**src/rtl/svm_pkg.sv**
```systemverilog
`timescale 1ns / 1ps
// Shared constants, opcodes, fault codes and decode helpers for the stack VM execute unit.
// No dependencies.
package svm_pkg;

    localparam int STACK_DEPTH   = 256;
    localparam int PROGRAM_WORDS = 4096;
    localparam int VAR_WORDS     = 256;

    localparam int WORD_W  = 32;
    localparam int PC_W    = $clog2(PROGRAM_WORDS);
    localparam int CNT_W   = $clog2(STACK_DEPTH) + 1;
    localparam int SP_AW   = $clog2(STACK_DEPTH);
    localparam int VAR_AW  = $clog2(VAR_WORDS);
    localparam int FUNC_W  = 6;
    localparam int FAULT_W = 3;

    localparam int CFG_IDX_W  = 1;
    localparam int CFG_DATA_W = 1;
    localparam logic [CFG_IDX_W-1:0] CFG_STOP_ON_FAULT = 1'b0;
    localparam logic [CFG_IDX_W-1:0] CFG_CHECKS        = 1'b1;

    localparam logic [FAULT_W-1:0] FLT_NONE  = 3'd0;
    localparam logic [FAULT_W-1:0] FLT_OVER  = 3'd1;
    localparam logic [FAULT_W-1:0] FLT_UNDER = 3'd2;
    localparam logic [FAULT_W-1:0] FLT_DIV0  = 3'd3;
    localparam logic [FAULT_W-1:0] FLT_PC    = 3'd4;
    localparam logic [FAULT_W-1:0] FLT_ASSRT = 3'd5;
    localparam logic [FAULT_W-1:0] FLT_CALL  = 3'd6;

    typedef logic [FUNC_W-1:0] t_func;

    localparam t_func OP_NOP = 6'd0,  OP_PUSH = 6'd1,  OP_POP = 6'd2,   OP_ADD = 6'd3;
    localparam t_func OP_SUB = 6'd4,  OP_MUL = 6'd5,   OP_DIV = 6'd6,   OP_JMP = 6'd7;
    localparam t_func OP_CMP = 6'd8,  OP_JE = 6'd9,    OP_JNE = 6'd10,  OP_JL = 6'd11;
    localparam t_func OP_JG = 6'd12,  OP_JLE = 6'd13,  OP_JGE = 6'd14,  OP_FROM = 6'd15;
    localparam t_func OP_TO = 6'd16,  OP_SFROM = 6'd17, OP_STO = 6'd18, OP_AFROM = 6'd19;
    localparam t_func OP_ATO = 6'd20, OP_CALL = 6'd21, OP_RET = 6'd22,  OP_DUP = 6'd23;
    localparam t_func OP_SWAP = 6'd24, OP_INC = 6'd25, OP_DEC = 6'd26,  OP_STINC = 6'd27;
    localparam t_func OP_STDEC = 6'd28, OP_LAND = 6'd29, OP_LOR = 6'd30, OP_LXOR = 6'd31;
    localparam t_func OP_LNOT = 6'd32, OP_BAND = 6'd33, OP_BOR = 6'd34, OP_BXOR = 6'd35;
    localparam t_func OP_BNOT = 6'd36, OP_ASSERT = 6'd37, OP_QUIT = 6'd38;

    typedef struct packed {
        logic              start;
        logic [WORD_W-1:0] dividend;
        logic [WORD_W-1:0] divisor;
    } t_div_req;

    typedef struct packed {
        logic              busy;
        logic [WORD_W-1:0] quotient;
    } t_div_rsp;

    // Words an opcode needs on the data stack.
    function automatic logic [1:0] need_of(input t_func f);
        logic [1:0] n;
        n = 2'd0;
        case (f)
            OP_ADD, OP_SUB, OP_MUL, OP_DIV, OP_CMP, OP_STO, OP_ATO, OP_SWAP,
            OP_LAND, OP_LOR, OP_LXOR, OP_BAND, OP_BOR, OP_BXOR, OP_ASSERT: n = 2'd2;
            OP_POP, OP_TO, OP_SFROM, OP_AFROM, OP_DUP, OP_INC, OP_DEC,
            OP_STDEC, OP_LNOT, OP_BNOT: n = 2'd1;
            default: n = 2'd0;
        endcase
        return n;
    endfunction

    function automatic logic grows(input t_func f);
        return (f == OP_PUSH) || (f == OP_FROM) || (f == OP_DUP) || (f == OP_STINC);
    endfunction

    function automatic logic two_word(input t_func f);
        logic w;
        case (f)
            OP_PUSH, OP_JMP, OP_JE, OP_JNE, OP_JL, OP_JG, OP_JLE, OP_JGE,
            OP_FROM, OP_TO, OP_AFROM, OP_ATO, OP_CALL: w = 1'b1;
            default: w = 1'b0;
        endcase
        return w;
    endfunction

endpackage

```
**src/rtl/svm_div.sv**
```systemverilog
`timescale 1ns / 1ps
// Restoring unsigned divider, one quotient bit per cycle.
// Depends on svm_pkg.
module svm_div import svm_pkg::*; (
    input  logic     i_clk,
    input  logic     i_rst_n,
    input  t_div_req i_req,
    output t_div_rsp o_rsp
);
    localparam int STEP_W = $clog2(WORD_W) + 1;

    logic                r_busy, n_busy;
    logic [STEP_W-1:0]   r_step, n_step;
    logic [WORD_W-1:0]   r_rem, n_rem;
    logic [WORD_W-1:0]   r_quo, n_quo;
    logic [WORD_W-1:0]   r_den, n_den;
    logic [WORD_W:0]     shifted;
    logic [WORD_W+1:0]   diff;

    always_comb begin
        n_busy  = r_busy;
        n_step  = r_step;
        n_rem   = r_rem;
        n_quo   = r_quo;
        n_den   = r_den;
        shifted = {r_rem, r_quo[WORD_W-1]};
        diff    = {1'b0, shifted} - {2'b00, r_den};
        if (i_req.start) begin
            n_busy = 1'b1;
            n_step = STEP_W'(WORD_W);
            n_rem  = '0;
            n_quo  = i_req.dividend;
            n_den  = i_req.divisor;
        end else if (r_busy) begin
            // keep the difference as the partial remainder only when the trial subtract does not borrow
            if (!diff[WORD_W+1]) begin
                n_rem = diff[WORD_W-1:0];
            end else begin
                n_rem = shifted[WORD_W-1:0];
            end
            n_quo  = {r_quo[WORD_W-2:0], ~diff[WORD_W+1]};
            n_step = r_step - STEP_W'(1);
            if (r_step == STEP_W'(1)) begin
                n_busy = 1'b0;
            end
        end
    end

    always_ff @(posedge i_clk) begin
        if (!i_rst_n) begin
            r_busy <= 1'b0;
            r_step <= '0;
        end else begin
            r_busy <= n_busy;
            r_step <= n_step;
        end
    end

    always_ff @(posedge i_clk) begin
        r_rem <= n_rem;
        r_quo <= n_quo;
        r_den <= n_den;
    end

    assign o_rsp.busy     = r_busy;
    assign o_rsp.quotient = r_quo;
endmodule

```
**config.mk**
```make
export PLATFORM = sky130hd
export DESIGN_NAME = svm_div
export DESIGN_NICKNAME = d
export VERILOG_FILES = /design/src/rtl/svm_pkg.sv /design/src/rtl/svm_div.sv
export SDC_FILE = /design/constraint.sdc
export NUM_CORES = 1
export LEC_CHECK = 0
export BUFFER_PORTS_ARGS = -buffer_cell sky130_fd_sc_hd__buf_2
export CAP_MARGIN = 20
export CORE_MARGIN = 2
export CORE_UTILIZATION = 30
export DETAILED_ROUTE_END_ITERATION = 10
export PLACE_DENSITY = 0.48
export SLEW_MARGIN = 0
export SYNTH_ARGS = -nofsm -noshare
export SYNTH_HDL_FRONTEND = slang
export SYNTH_SLANG_ARGS = --single-unit
```
**constraint.sdc**
```tcl
create_clock -name i_clk -period 3.4 [get_ports i_clk]
set_input_delay 0.68 -clock i_clk [delete_from_list [all_inputs] [get_ports i_clk]]
set_output_delay 0.68 -clock i_clk [all_outputs]
set_load 0.01 [all_outputs]
```
======== Yosys cells after proc, flatten, opt, wreduce, memory -nomap -nowiden ========
Index checks and enable logic that the tools add are counted.
operators by class
  mux-type cells .......................... 8
  bitwise logic cells ..................... 2
  reductions and logical operators ........ 2
  $add $sub $neg .......................... 2
  equal/unequal tests ..................... 1
operators by type and width
  cell                                                                   count
  32-bit two-way mux                                                     3
  33-bit by 32-bit subtractor with 34-bit output                         1
  6-bit two-way mux                                                      2
  6-bit by 1-bit equality test with 1-bit output, second input constant  1
  6-bit by 1-bit subtractor with 6-bit output, second input constant     1
  1-bit two-way mux                                                      3
  1-bit inverter                                                         2
  2-bit nonzero test                                                     1
  2-bit OR reduction                                                     1
word-level totals
  register bits after elaboration ......... 103
  output and inout port bits .............. 33
  bits of input ports ..................... 67
  word-level logic and storage cells ...... 21

======== Depth between registers and ports, before layout ========
Gate-level depths: netlist (run 1).
  depth in word-level cells ............... 4
  mapped depth ............................ 13
  mapped depth without buffers ............ 12

======== Worst setup path after synthesis (run 1) ========
Ideal clock, no wire load.
  path kind ............................... reg2reg
  from .................................... register r_quo[31]
  to ...................................... register r_rem[16]
  data arrival time ....................... 2.490 ns
  library setup time ...................... 0.091 ns
  cell stages (with the launch flop) ...... 13
  setup slack ............................. 0.820 ns
  path buffers ............................ 0
  data required time ...................... 3.309 ns
  period minus slack after synthesis ...... 2.580 ns
  cell sequence ........................... edfxtp_1 > inv_1 > ha_1 > inv_1 > fa_1 > a21oi_1 > o211ai_1 > o211a_1 > a311o_2 > a21oi_1 > xnor2_1 > nand2_1 > a311oi_1
between the ends
  longest elaborated chain between the ends .. 2
ends and longest elaborated chain
  element                                         line           RTL
  start: declaration                              svm_div.sv:15  logic [WORD_W-1:0] r_quo, n_quo;
  start signal: assignment                        svm_div.sv:61  r_quo <= n_quo;
  33-bit by 32-bit subtractor with 34-bit output  svm_div.sv:27  diff = {1'b0, shifted} - {2'b00, r_den};
  32-bit two-way mux                              svm_div.sv:36  if (!diff[WORD_W+1]) begin
  end signal: assignment                          svm_div.sv:60  r_rem <= n_rem;
  end: declaration                                svm_div.sv:14  logic [WORD_W-1:0] r_rem, n_rem;
Every way passes these cells.
A chain may end at the register's enable or synchronous reset.

======== Worst setup path after layout (run 1) ========
  from .................................... register r_den[24]
  to ...................................... register r_quo[0], data pin
between the ends
  longest elaborated chain between the ends .. 4
ends and longest elaborated chain
  element                                         line           RTL
  start: declaration                              svm_div.sv:16  logic [WORD_W-1:0] r_den, n_den;
  start signal: assignment                        svm_div.sv:62  r_den <= n_den;
  33-bit by 32-bit subtractor with 34-bit output  svm_div.sv:27
  1-bit inverter                                  svm_div.sv:41  n_quo = {r_quo[WORD_W-2:0], ~diff[WORD_W+1]};
  32-bit two-way mux                              svm_div.sv:34  end else if (r_busy) begin
  32-bit two-way mux                              svm_div.sv:28  if (i_req.start) begin
  net n_quo[0]                                    svm_div.sv:15
The timed path passes the listed nets, and every way through them passes these cells. The select of a mux whose other input is x is not followed.

==> flow_summary.yaml, run 1 <==
status:
  status: "finished clean"
placed_design:
  post-place-ws_ns: 0.360
  io_buffers: 99
  placedCellCount: 949
  placed_area_um2: 6820
  gp_congestion: 0.882
  dp_hpwl_um: 10900
clocking:
  post_cts_buffers: 0
  cts_resized: 0
  htree_levels: 3
  cts_tree: "built"
  clk_path_buf_depth: 2
  worst_skew_pair.late_latency_ns: 0.36
  clk_pin_slew_ns: 0.07
  cts_buffers: 9
  root_buffer: "clkbuf_16"
  ctsHoldBuffers: 0
  cts_sinks: 103
floorplan:
  ios: 100
  floorplan.initialDensity_pct: 30.4
  dieArea_um2: 21500
  core_um2: 20100
  die_x_um: 147
  num_rows: 52
  die_y_um: 147
sta:
  report.final.slew_viol_count: 0
  max_freq_ghz: 0.330
  finalCritPeriodShare_pct: 89.1
  tightest_slew_ns: 0.774
  tns_ns: 0
  finalClockSkew_ns: 0.00840
  rsz0062_at_grt: "false"
  fin_crit_ns: 3.03
  setup_viol: 0
  setup_ws_ns: 0.372
  relSlewSlack_pct: 48.3
  hold_viol: 0
synthesis:
  ys_seq_elements: 103
  synth_area_leaders: "edfxtp_1 (31%), dfxtp_1 (13%), ha_1 (7.0%)"
  synth_top_cell_by_area: "edfxtp_1"
  synth_top_family_by_area: "compound AO/OA/AOI/OAI gates"
  synthAdderAreaFrac_pct: 7.28
  synthMuxAreaShare_pct: 7.71
  synth_edf_count: 64
  netlist.area_leader.share_pct: 31.4
  avgSynthCellArea_um2: 10.1
  async_flop_share_pct: 0
  synth-simple-area-share_pct: 13.7
  synthesis.nets: 705
  synth_compound_area_share_pct: 17.5
  syn_area_um2: 6120
  synth-main-ff-cell: "edfxtp_1"
  yosysWarnings: 0
  synth.yosys.seq_area_share_pct: 44.2
  synth-xor-area-share_pct: 3.29
  synth_cell_types: 78
  syn_inst: 603
worst_setup_path:
  path_class: "flop to flop"
  arrival_ns: 3.14
  worstPathRequired_ns: 3.51
  crit_path_max_fanout: 15
  cp-start-kind: "flop"
  worst_setup_path_end_kind: "flop"
drt:
  antenna_left: 0
  firstDrtPassIters: 4
  num_vias: 4803
  drtIter0Drc: 249
  wl_um: 15400
  drc: 0
  wl_per_cell_um: 15.9
  vias_per_cell: 4.98
layout:
  areaGrowthSynthToFinish_pct: 16.1
  layout-drive-gt1-share_pct: 25.2
  utilization_pct: 35.3
  instances_no_fill: 965
  fin_area_um2: 7100
  layout.nets: 792
  diodes: 0
hold_path:
  hold_path.class: "flop to flop"
power:
  ir_drop_uv: 272
  power_density_nw_per_um2: 461
  p_leak_uw: 0.00286
job:
  drv_cap: 0
grt:
  grt_pass1_wl_um: 25000
  overflow: 0
  grt_pass1_vias: 4856
  antenna_found_initial: 0
  grtUsageTotal_pct: 14.4
  grt_max_degree: 59
## path summary, 6_finish.rpt
path | cells past startpoint | end | startpoint | slack, ns
worst max-delay path | 10 | r_quo[0]$_DFFE_PP_ | r_den[24]$_DFFE_PP_ | 0.37
worst min-delay path | 2 | r_rem[24]$_SDFFE_PP0P_ | r_rem[24]$_SDFFE_PP0P_ | 0.48
worst max register to register | 10 | r_quo[0]$_DFFE_PP_ | r_den[24]$_DFFE_PP_ | 0.37
worst min register to register | 2 | r_rem[24]$_SDFFE_PP0P_ | r_rem[24]$_SDFFE_PP0P_ | 0.48
## flip-flops by register name (all words and copies together) (netlist names)
name    cells
r_busy      1
r_rem      32
r_quo      32
r_den      32
r_step      6
## critical path: stages (launching register included)
cell,delay [ns]
edfxtp_1,0.32
inv_1,0.04
ha_1,0.37
a21oi_1,0.29
nor3b_1,0.22
o2111ai_1,0.19
nand2_1,0.18
o21a_1,0.36
nand2_2,0.29
buf_12,0.24
mux2_2,0.26
## where the power goes
part	leakage [uW]	switching (uW)	internal, uW
registers	0.000956	58.5	1450
clock network	0.000138	505	507
logic	0.00177	438	320
## routing by layer
| metal | vias to the layer above | share of wire (%) | track usage (%) |
|---|---|---|---|
| met3 | 15 | 8.2 | 4.72 |
| met1 | 2243 | 47 | 18.9 |
| met4 | 0 | 1.9 | 4.76 |
| li1 | 2389 | - | - |
| met5 | - | 0 | 0 |
| met2 | 156 | 43 | 22.6 |
## final cells by class
type | instances | area (um2)
fill | 2054 | 13000
multi-input combinational | 423 | 3030
sequential | 103 | 2700
timing repair buffer | 106 | 576
tap | 270 | 338
clock buffer | 9 | 225
inverter | 47 | 176
clock inverter | 7 | 56.3
## per-stage QoR
stage          total power [uW]  hold WS (ns)
2_1_floorplan              2080         0.453
3_3_place_gp               2290         0.478
3_5_place_dp               2290         0.470
4_1_cts                    3330         0.469
5_1_grt                    3460         0.469
6_report                   3270         0.482
## Yosys cell counts, types with 4 or more instances
cell	n
xor2_1	8
a211oi_1	5
dfxtp_1	39
a311oi_1	19
inv_1	47
o211ai_1	7
nor2_1	34
nor4_1	4
nand2b_1	4
nand3_1	14
or3_1	4
nand4_1	4
edfxtp_1	64
and3_1	5
clkbuf_8	4
nor2b_1	7
mux2_2	32
ha_1	34
clkbuf_1	12
nor3_1	4
nand2_1	70
xnor2_1	15
mux2i_1	10
nand4b_1	4
a21oi_1	43
o21a_1	4
a21o_1	6
buf_6	6
o21ai_0	23
## layout by cell type (no fill, tap or decap), types with 5 or more instances in the layout
| cell type | netlist | layout |
|---|---|---|
| a211oi_1 | 5 | 5 |
| a21o_1 | 6 | 6 |
| a21oi_1 | 43 | 43 |
| a311oi_1 | 19 | 19 |
| and3_1 | 5 | 5 |
| buf_2 | 3 | 98 |
| buf_4 | 2 | 6 |
| clkbuf_16 | 0 | 9 |
| dfxtp_1 | 39 | 38 |
| edfxtp_1 | 64 | 64 |
| ha_1 | 34 | 34 |
| inv_1 | 47 | 47 |
| mux2_2 | 32 | 32 |
| mux2i_1 | 10 | 10 |
| nand2_1 | 70 | 70 |
| nand3_1 | 14 | 14 |
| nor2_1 | 34 | 34 |
| nor2b_1 | 7 | 7 |
| o211ai_1 | 7 | 7 |
| o21ai_0 | 23 | 23 |
| xnor2_1 | 15 | 15 |
| xor2_1 | 8 | 8 |
## cells by family (layout without fill, tap and decap cells)
kind of cell             Yosys count  count (layout)
AO/OA/AOI/OAI                    151             151
XOR/XNOR                          23              23
adder cells (fa/ha/maj)           35              35
buffers and inverters             77             169
flip-flops                       103             103
multiplexers                      43              43
AND/OR/NAND/NOR                  171             171
Note: power is estimated with default switching activity, not from simulation.
==> inputs of run 2 (changes only) <==
CORE_ASPECT_RATIO = 1.1   (was default)
==> run 2 against run 1 <==
Clock power barely moved. Total power barely moved. Critical path depth did not move. Clock skew fell by 0.00075 ns. Sequential share of layout area rose by 0.17 points. Core utilization rose by 0.15 points. Via count rose by 0.48%. Combinational power fell by 2%. Critical path type unchanged.
==> flow_summary.yaml, run 2 (synthesis gave the netlist of run 1 again) <==
status:
  status: "finished clean"
hold_path:
  worstHoldStart: "r_rem[24]$_SDFFE_PP0P_"
  hold_path.class: "flop to flop"
sta:
  relSlewSlack_pct: 56.9
  fin_crit_ns: 2.98
  max_freq_ghz: 0.335
  report.final.slew_viol_count: 0
  finalCritPeriodShare_pct: 87.8
  finalClockSkew_ns: 0.00766
  setup_viol: 0
  rsz0062_at_grt: "false"
  tightest_slew_ns: 0.645
  hold_viol: 0
  tns_ns: 0
drt:
  wl_um: 15100
  vias_per_cell: 5.09
  firstDrtPassIters: 6
  wl_per_cell_um: 15.9
  antenna_left: 0
  drtIter0Drc: 300
  drc: 0
  num_vias: 4826
grt:
  grt_pass1_wl_um: 24600
  antenna_found_initial: 0
  grt_pass1_vias: 4892
  grtUsageTotal_pct: 14.1
  grt_max_degree: 49
  overflow: 0
floorplan:
  die_x_um: 140
  num_rows: 54
  dieArea_um2: 21500
  floorplan.initialDensity_pct: 30.7
  ios: 100
  core_um2: 19900
  die_y_um: 154
worst_setup_path:
  reg2reg_from: "r_rem[23]$_SDFFE_PP0P_"
  crit_path_max_fanout: 12
  cp-start-kind: "flop"
  arrival_ns: 3.24
  worstPathRequired_ns: 3.65
  reg2reg_setup_slack_ns: 0.42
  path_class: "flop to flop"
  startpoint: "r_rem[23]$_SDFFE_PP0P_"
  worst_setup_path_end_kind: "flop"
layout:
  largestRegisters: "r_den: 32 flops, r_quo: 32 flops, r_rem: 32 flops"
  nFillCells: 2055
  layout.nets: 794
  multi_input_area_um2: 3030
  areaGrowthSynthToFinish_pct: 15.6
  final_cell_mix: "buf_2 (98), nand2_1 (70), edfxtp_1 (64), inv_1 (47), a21oi_1 (43)"
  layout_commonest_cell: "buf_2"
  layout-drive-gt1-share_pct: 25.5
  diodes: 0
  seqCellArea_um2: 2700
  utilization_pct: 35.5
clocking:
  post_cts_buffers: 0
  cts_tree: "built"
  clk_path_buf_depth: 2
  ctsHoldBuffers: 0
  cts_sinks: 103
  root_buffer: "clkbuf_16"
  htree_levels: 3
  cts_resized: 0
  worst_skew_pair.late_latency_ns: 0.35
  cts_buffers: 9
  clk_pin_slew_ns: 0.07
job:
  drv_cap: 0
power:
  power_density_nw_per_um2: 463
  ir_drop_uv: 214
  p_leak_uw: 0.00286
placed_design:
  dp_hpwl_um: 10800
  gp_congestion: 0.851
  io_buffers: 99
-- run 2: changes by cell type in the layout (fill, tap and decap cells not counted), sizes merged --
| cell | delta |
|---|---|
| buf | +2 |
| clkbuf | +2 |
| clkinv | -4 |
| clkinvlp | +2 |
-- run 2: worst paths after layout --
| path | cells after the start | to |
|---|---|---|
| max | 10 | r_rem[0]$_SDFFE_PP0P_ |
| max reg2reg | 10 | r_rem[0]$_SDFFE_PP0P_ |
| min | 2 | r_rem[24]$_SDFFE_PP0P_ |
| min reg2reg | 2 | r_rem[24]$_SDFFE_PP0P_ |
-- run 2: worst max-delay path, cell delays in order, from the launching register on --
cell	delay, ns
dfxtp_1	0.33
ha_1	0.39
a21oi_1	0.29
nor3b_1	0.23
o2111ai_1	0.18
nand2_1	0.15
o21a_1	0.39
nand2_2	0.32
buf_4	0.27
mux2i_1	0.12
a22o_1	0.19
-- run 2: power breakdown --
group / internal (uW) / switching, uW
Combinational: 316 / 429
Clock: 525 / 497
Sequential: 1450 / 60.5
-- run 2: through the flow --
| stage | std cells | instance area (um2) | total power (uW) | hold WS, ns | setup slack [ns] |
|---|---|---|---|---|---|
| 3_5_place_dp | 933 | 6790 | 2280 | 0.482 | 0.454 |
| 2_1_floorplan | 603 | 6120 | 2080 | 0.453 | 0.820 |
| 5_1_grt | 949 | 7070 | 3460 | 0.482 | 0.196 |
| 3_3_place_gp | 933 | 6790 | 2280 | 0.477 | 0.425 |
| 4_1_cts | 949 | 7070 | 3320 | 0.478 | 0.418 |
| 6_report | 949 | 7070 | 3270 | 0.493 | 0.416 |
-- run 2: final cells by class --
type | count | area share, %
clock inverter | 5 | 0.566
timing repair buffer | 108 | 8.00
tap | 252 | 4.46
sequential | 103 | 38.2
multi-input combinational | 423 | 42.8
inverter | 47 | 2.50
clock buffer | 11 | 3.43
-- run 2: per-layer routing --
metal  part of all wire [%]  global-route usage (%)  up-vias
met5                      0                       0        -
met1                     48                    18.9     2275
met4                    1.9                    5.00        0
li1                       -                       -     2392
met3                    6.3                    3.43       21
met2                     44                    22.3      138
==> inputs of run 3 (changes only) <==
CORE_UTILIZATION = 57   (was 30)
HOLD_SLACK_MARGIN = 0.05   (was default)
PLACE_DENSITY = 0.8   (was 0.48)
==> run 3 against run 2 <==
Non-clock buffer count down 2. Fmax down 0.27%. Critical endpoint is now r_rem[21]$_SDFFE_PP0P_. Sequential power about the same. Total power up 2.5%. Routed wire length down 8.0%. Register-to-register slack about the same. First-iteration DRC count up 9.0%.
==> flow_summary.yaml, run 3 (synthesis gave the netlist of run 1 again) <==
sta:
  hold_viol: 0
  setup_ws_ns: 0.408
  setup_viol: 0
  relSlewSlack_pct: 61.9
  rsz0062_at_grt: "false"
  max_freq_ghz: 0.334
  finalClockSkew_ns: 0.00624
  tns_ns: 0
  report.final.slew_viol_count: 0
  whs_ns: 0.488
  fin_crit_ns: 2.99
  tightest_slew_ns: 0.570
  finalCritPeriodShare_pct: 88.0
power:
  power_switching_uw: 946
  p_int_uw: 2410
  p_comb_share_pct: 22.2
  p_sw_share_pct: 28.2
  power_frac_seq_pct: 45.0
  ir_drop_uv: 373
  power_density_nw_per_um2: 483
  p_clk_share_pct: 32.8
  p_leak_uw: 0.00287
grt:
  antenna_found_initial: 0
  grtUsageTotal_pct: 24.9
  grt_max_degree: 46
  grt_pass1_vias: 4904
  overflow: 0
  grt_pass1_wl_um: 22900
job:
  drv_cap: 0
drt:
  wl_um: 13800
  num_vias: 4951
  drc: 0
  antenna_left: 0
  drtIter0Drc: 327
  wl_per_cell_um: 16.5
  vias_per_cell: 5.91
  firstDrtPassIters: 5
floorplan:
  die_x_um: 103
  num_rows: 39
  ios: 100
  floorplan.initialDensity_pct: 58.6
  die_y_um: 113
  core_um2: 10400
  dieArea_um2: 11600
worst_setup_path:
  worstSetupEndpoint: "r_rem[21]$_SDFFE_PP0P_"
  cp-start-kind: "flop"
  worst-r2r-cell-count: 11
  crit_path_max_fanout: 19
  arrival_ns: 3.24
  worst_setup_path_end_kind: "flop"
  reg2reg_setup_slack_ns: 0.41
  reg2reg_from: "r_den[14]$_DFFE_PP_"
  startpoint: "r_den[14]$_DFFE_PP_"
  path_class: "flop to flop"
  worstPathRequired_ns: 3.65
  rr_endpoint: "r_rem[21]$_SDFFE_PP0P_"
placed_design:
  post-place-ws_ns: 0.498
  gp_congestion: 0.949
  dp_hpwl_um: 9870
  placedCellCount: 822
  placed_area_um2: 6630
  io_buffers: 99
layout:
  layout-drive-gt1-share_pct: 25.2
  seqCellArea_um2: 2700
  areaGrowthSynthToFinish_pct: 13.7
  layout.nets: 792
  diodes: 0
  largestRegisters: "r_den: 32 flops, r_quo: 32 flops, r_rem: 32 flops"
  multi_input_area_um2: 3030
  final_cell_mix: "buf_2 (98), nand2_1 (70), edfxtp_1 (64), inv_1 (47), a21oi_1 (43)"
  layout_commonest_cell: "buf_2"
  instances_no_fill: 838
  fin_area_um2: 6950
  nFillCells: 875
clocking:
  root_buffer: "clkbuf_16"
  cts_resized: 0
  htree_levels: 3
  worst_skew_pair.late_latency_ns: 0.35
  cts_tree: "built"
  post_cts_buffers: 0
  ctsHoldBuffers: 0
  clk_path_buf_depth: 2
  cts_sinks: 103
  clk_pin_slew_ns: 0.07
  cts_buffers: 9
status:
  status: "finished clean"
hold_path:
  hold_path.class: "flop to flop"
-- run 3: power by group through the flow --
stage / clock network, uW / registers [uW] / logic [uW]
floorplan: 0 / 1540 / 539
global placement: 0 / 1530 / 708
detailed placement: 0 / 1530 / 730
CTS: 1120 / 1510 / 736
global route: 1170 / 1520 / 818
finish: 1100 / 1510 / 744
-- run 3: final cells by class --
type                       count  share of cell area [%]
clock buffer                   9                    3.24
sequential                   103                    38.9
inverter                      47                    2.54
multi-input combinational    423                    43.5
timing repair buffer         106                    7.92
tap                          143                    2.57
clock inverter                 7                    1.35
-- run 3: routing by layer --
layer / global-route usage (%) / vias up / share of wire (%)
met2: 40.6 / 203 / 48
met4: 10.1 / 0 / 2.3
met1: 31.6 / 2324 / 42
li1: - / 2396 / -
met3: 6.10 / 28 / 7.4
met5: 0 / - / 0
-- run 3: stage by stage --
stage	power, uW	util [%]
after floorplan	2080	-
after global placement	2240	63.5
after detailed placement	2260	63.5
after CTS	3370	66.6
after global routing	3510	66.6
final	3360	66.6
-- run 3: critical path, cell delays in order (launching register included) --
cell      delay, ns
edfxtp_1       0.32
inv_1          0.04
ha_1           0.44
nand4_1        0.20
nor2_2         0.19
nand2_1        0.11
o211ai_4       0.26
nand3_2        0.28
nand2_2        0.45
buf_4          0.24
nand2_1        0.06
a311oi_1       0.28
-- run 3: worst min path at each step --
stage,start,to,slack (ns),depth (start not counted)
3_3_place_gp,r_rem[5]$_SDFFE_PP0P_,r_rem[5]$_SDFFE_PP0P_,0.48,2
6_report,r_rem[24]$_SDFFE_PP0P_,r_rem[24]$_SDFFE_PP0P_,0.49,2
5_1_grt,i_req[19],r_den[19]$_DFFE_PP_,0.49,1
3_5_place_dp,r_rem[24]$_SDFFE_PP0P_,r_rem[24]$_SDFFE_PP0P_,0.48,2
2_1_floorplan,r_rem[2]$_SDFFE_PP0P_,r_rem[2]$_SDFFE_PP0P_,0.45,2
4_1_cts,i_req[6],r_den[6]$_DFFE_PP_,0.49,1
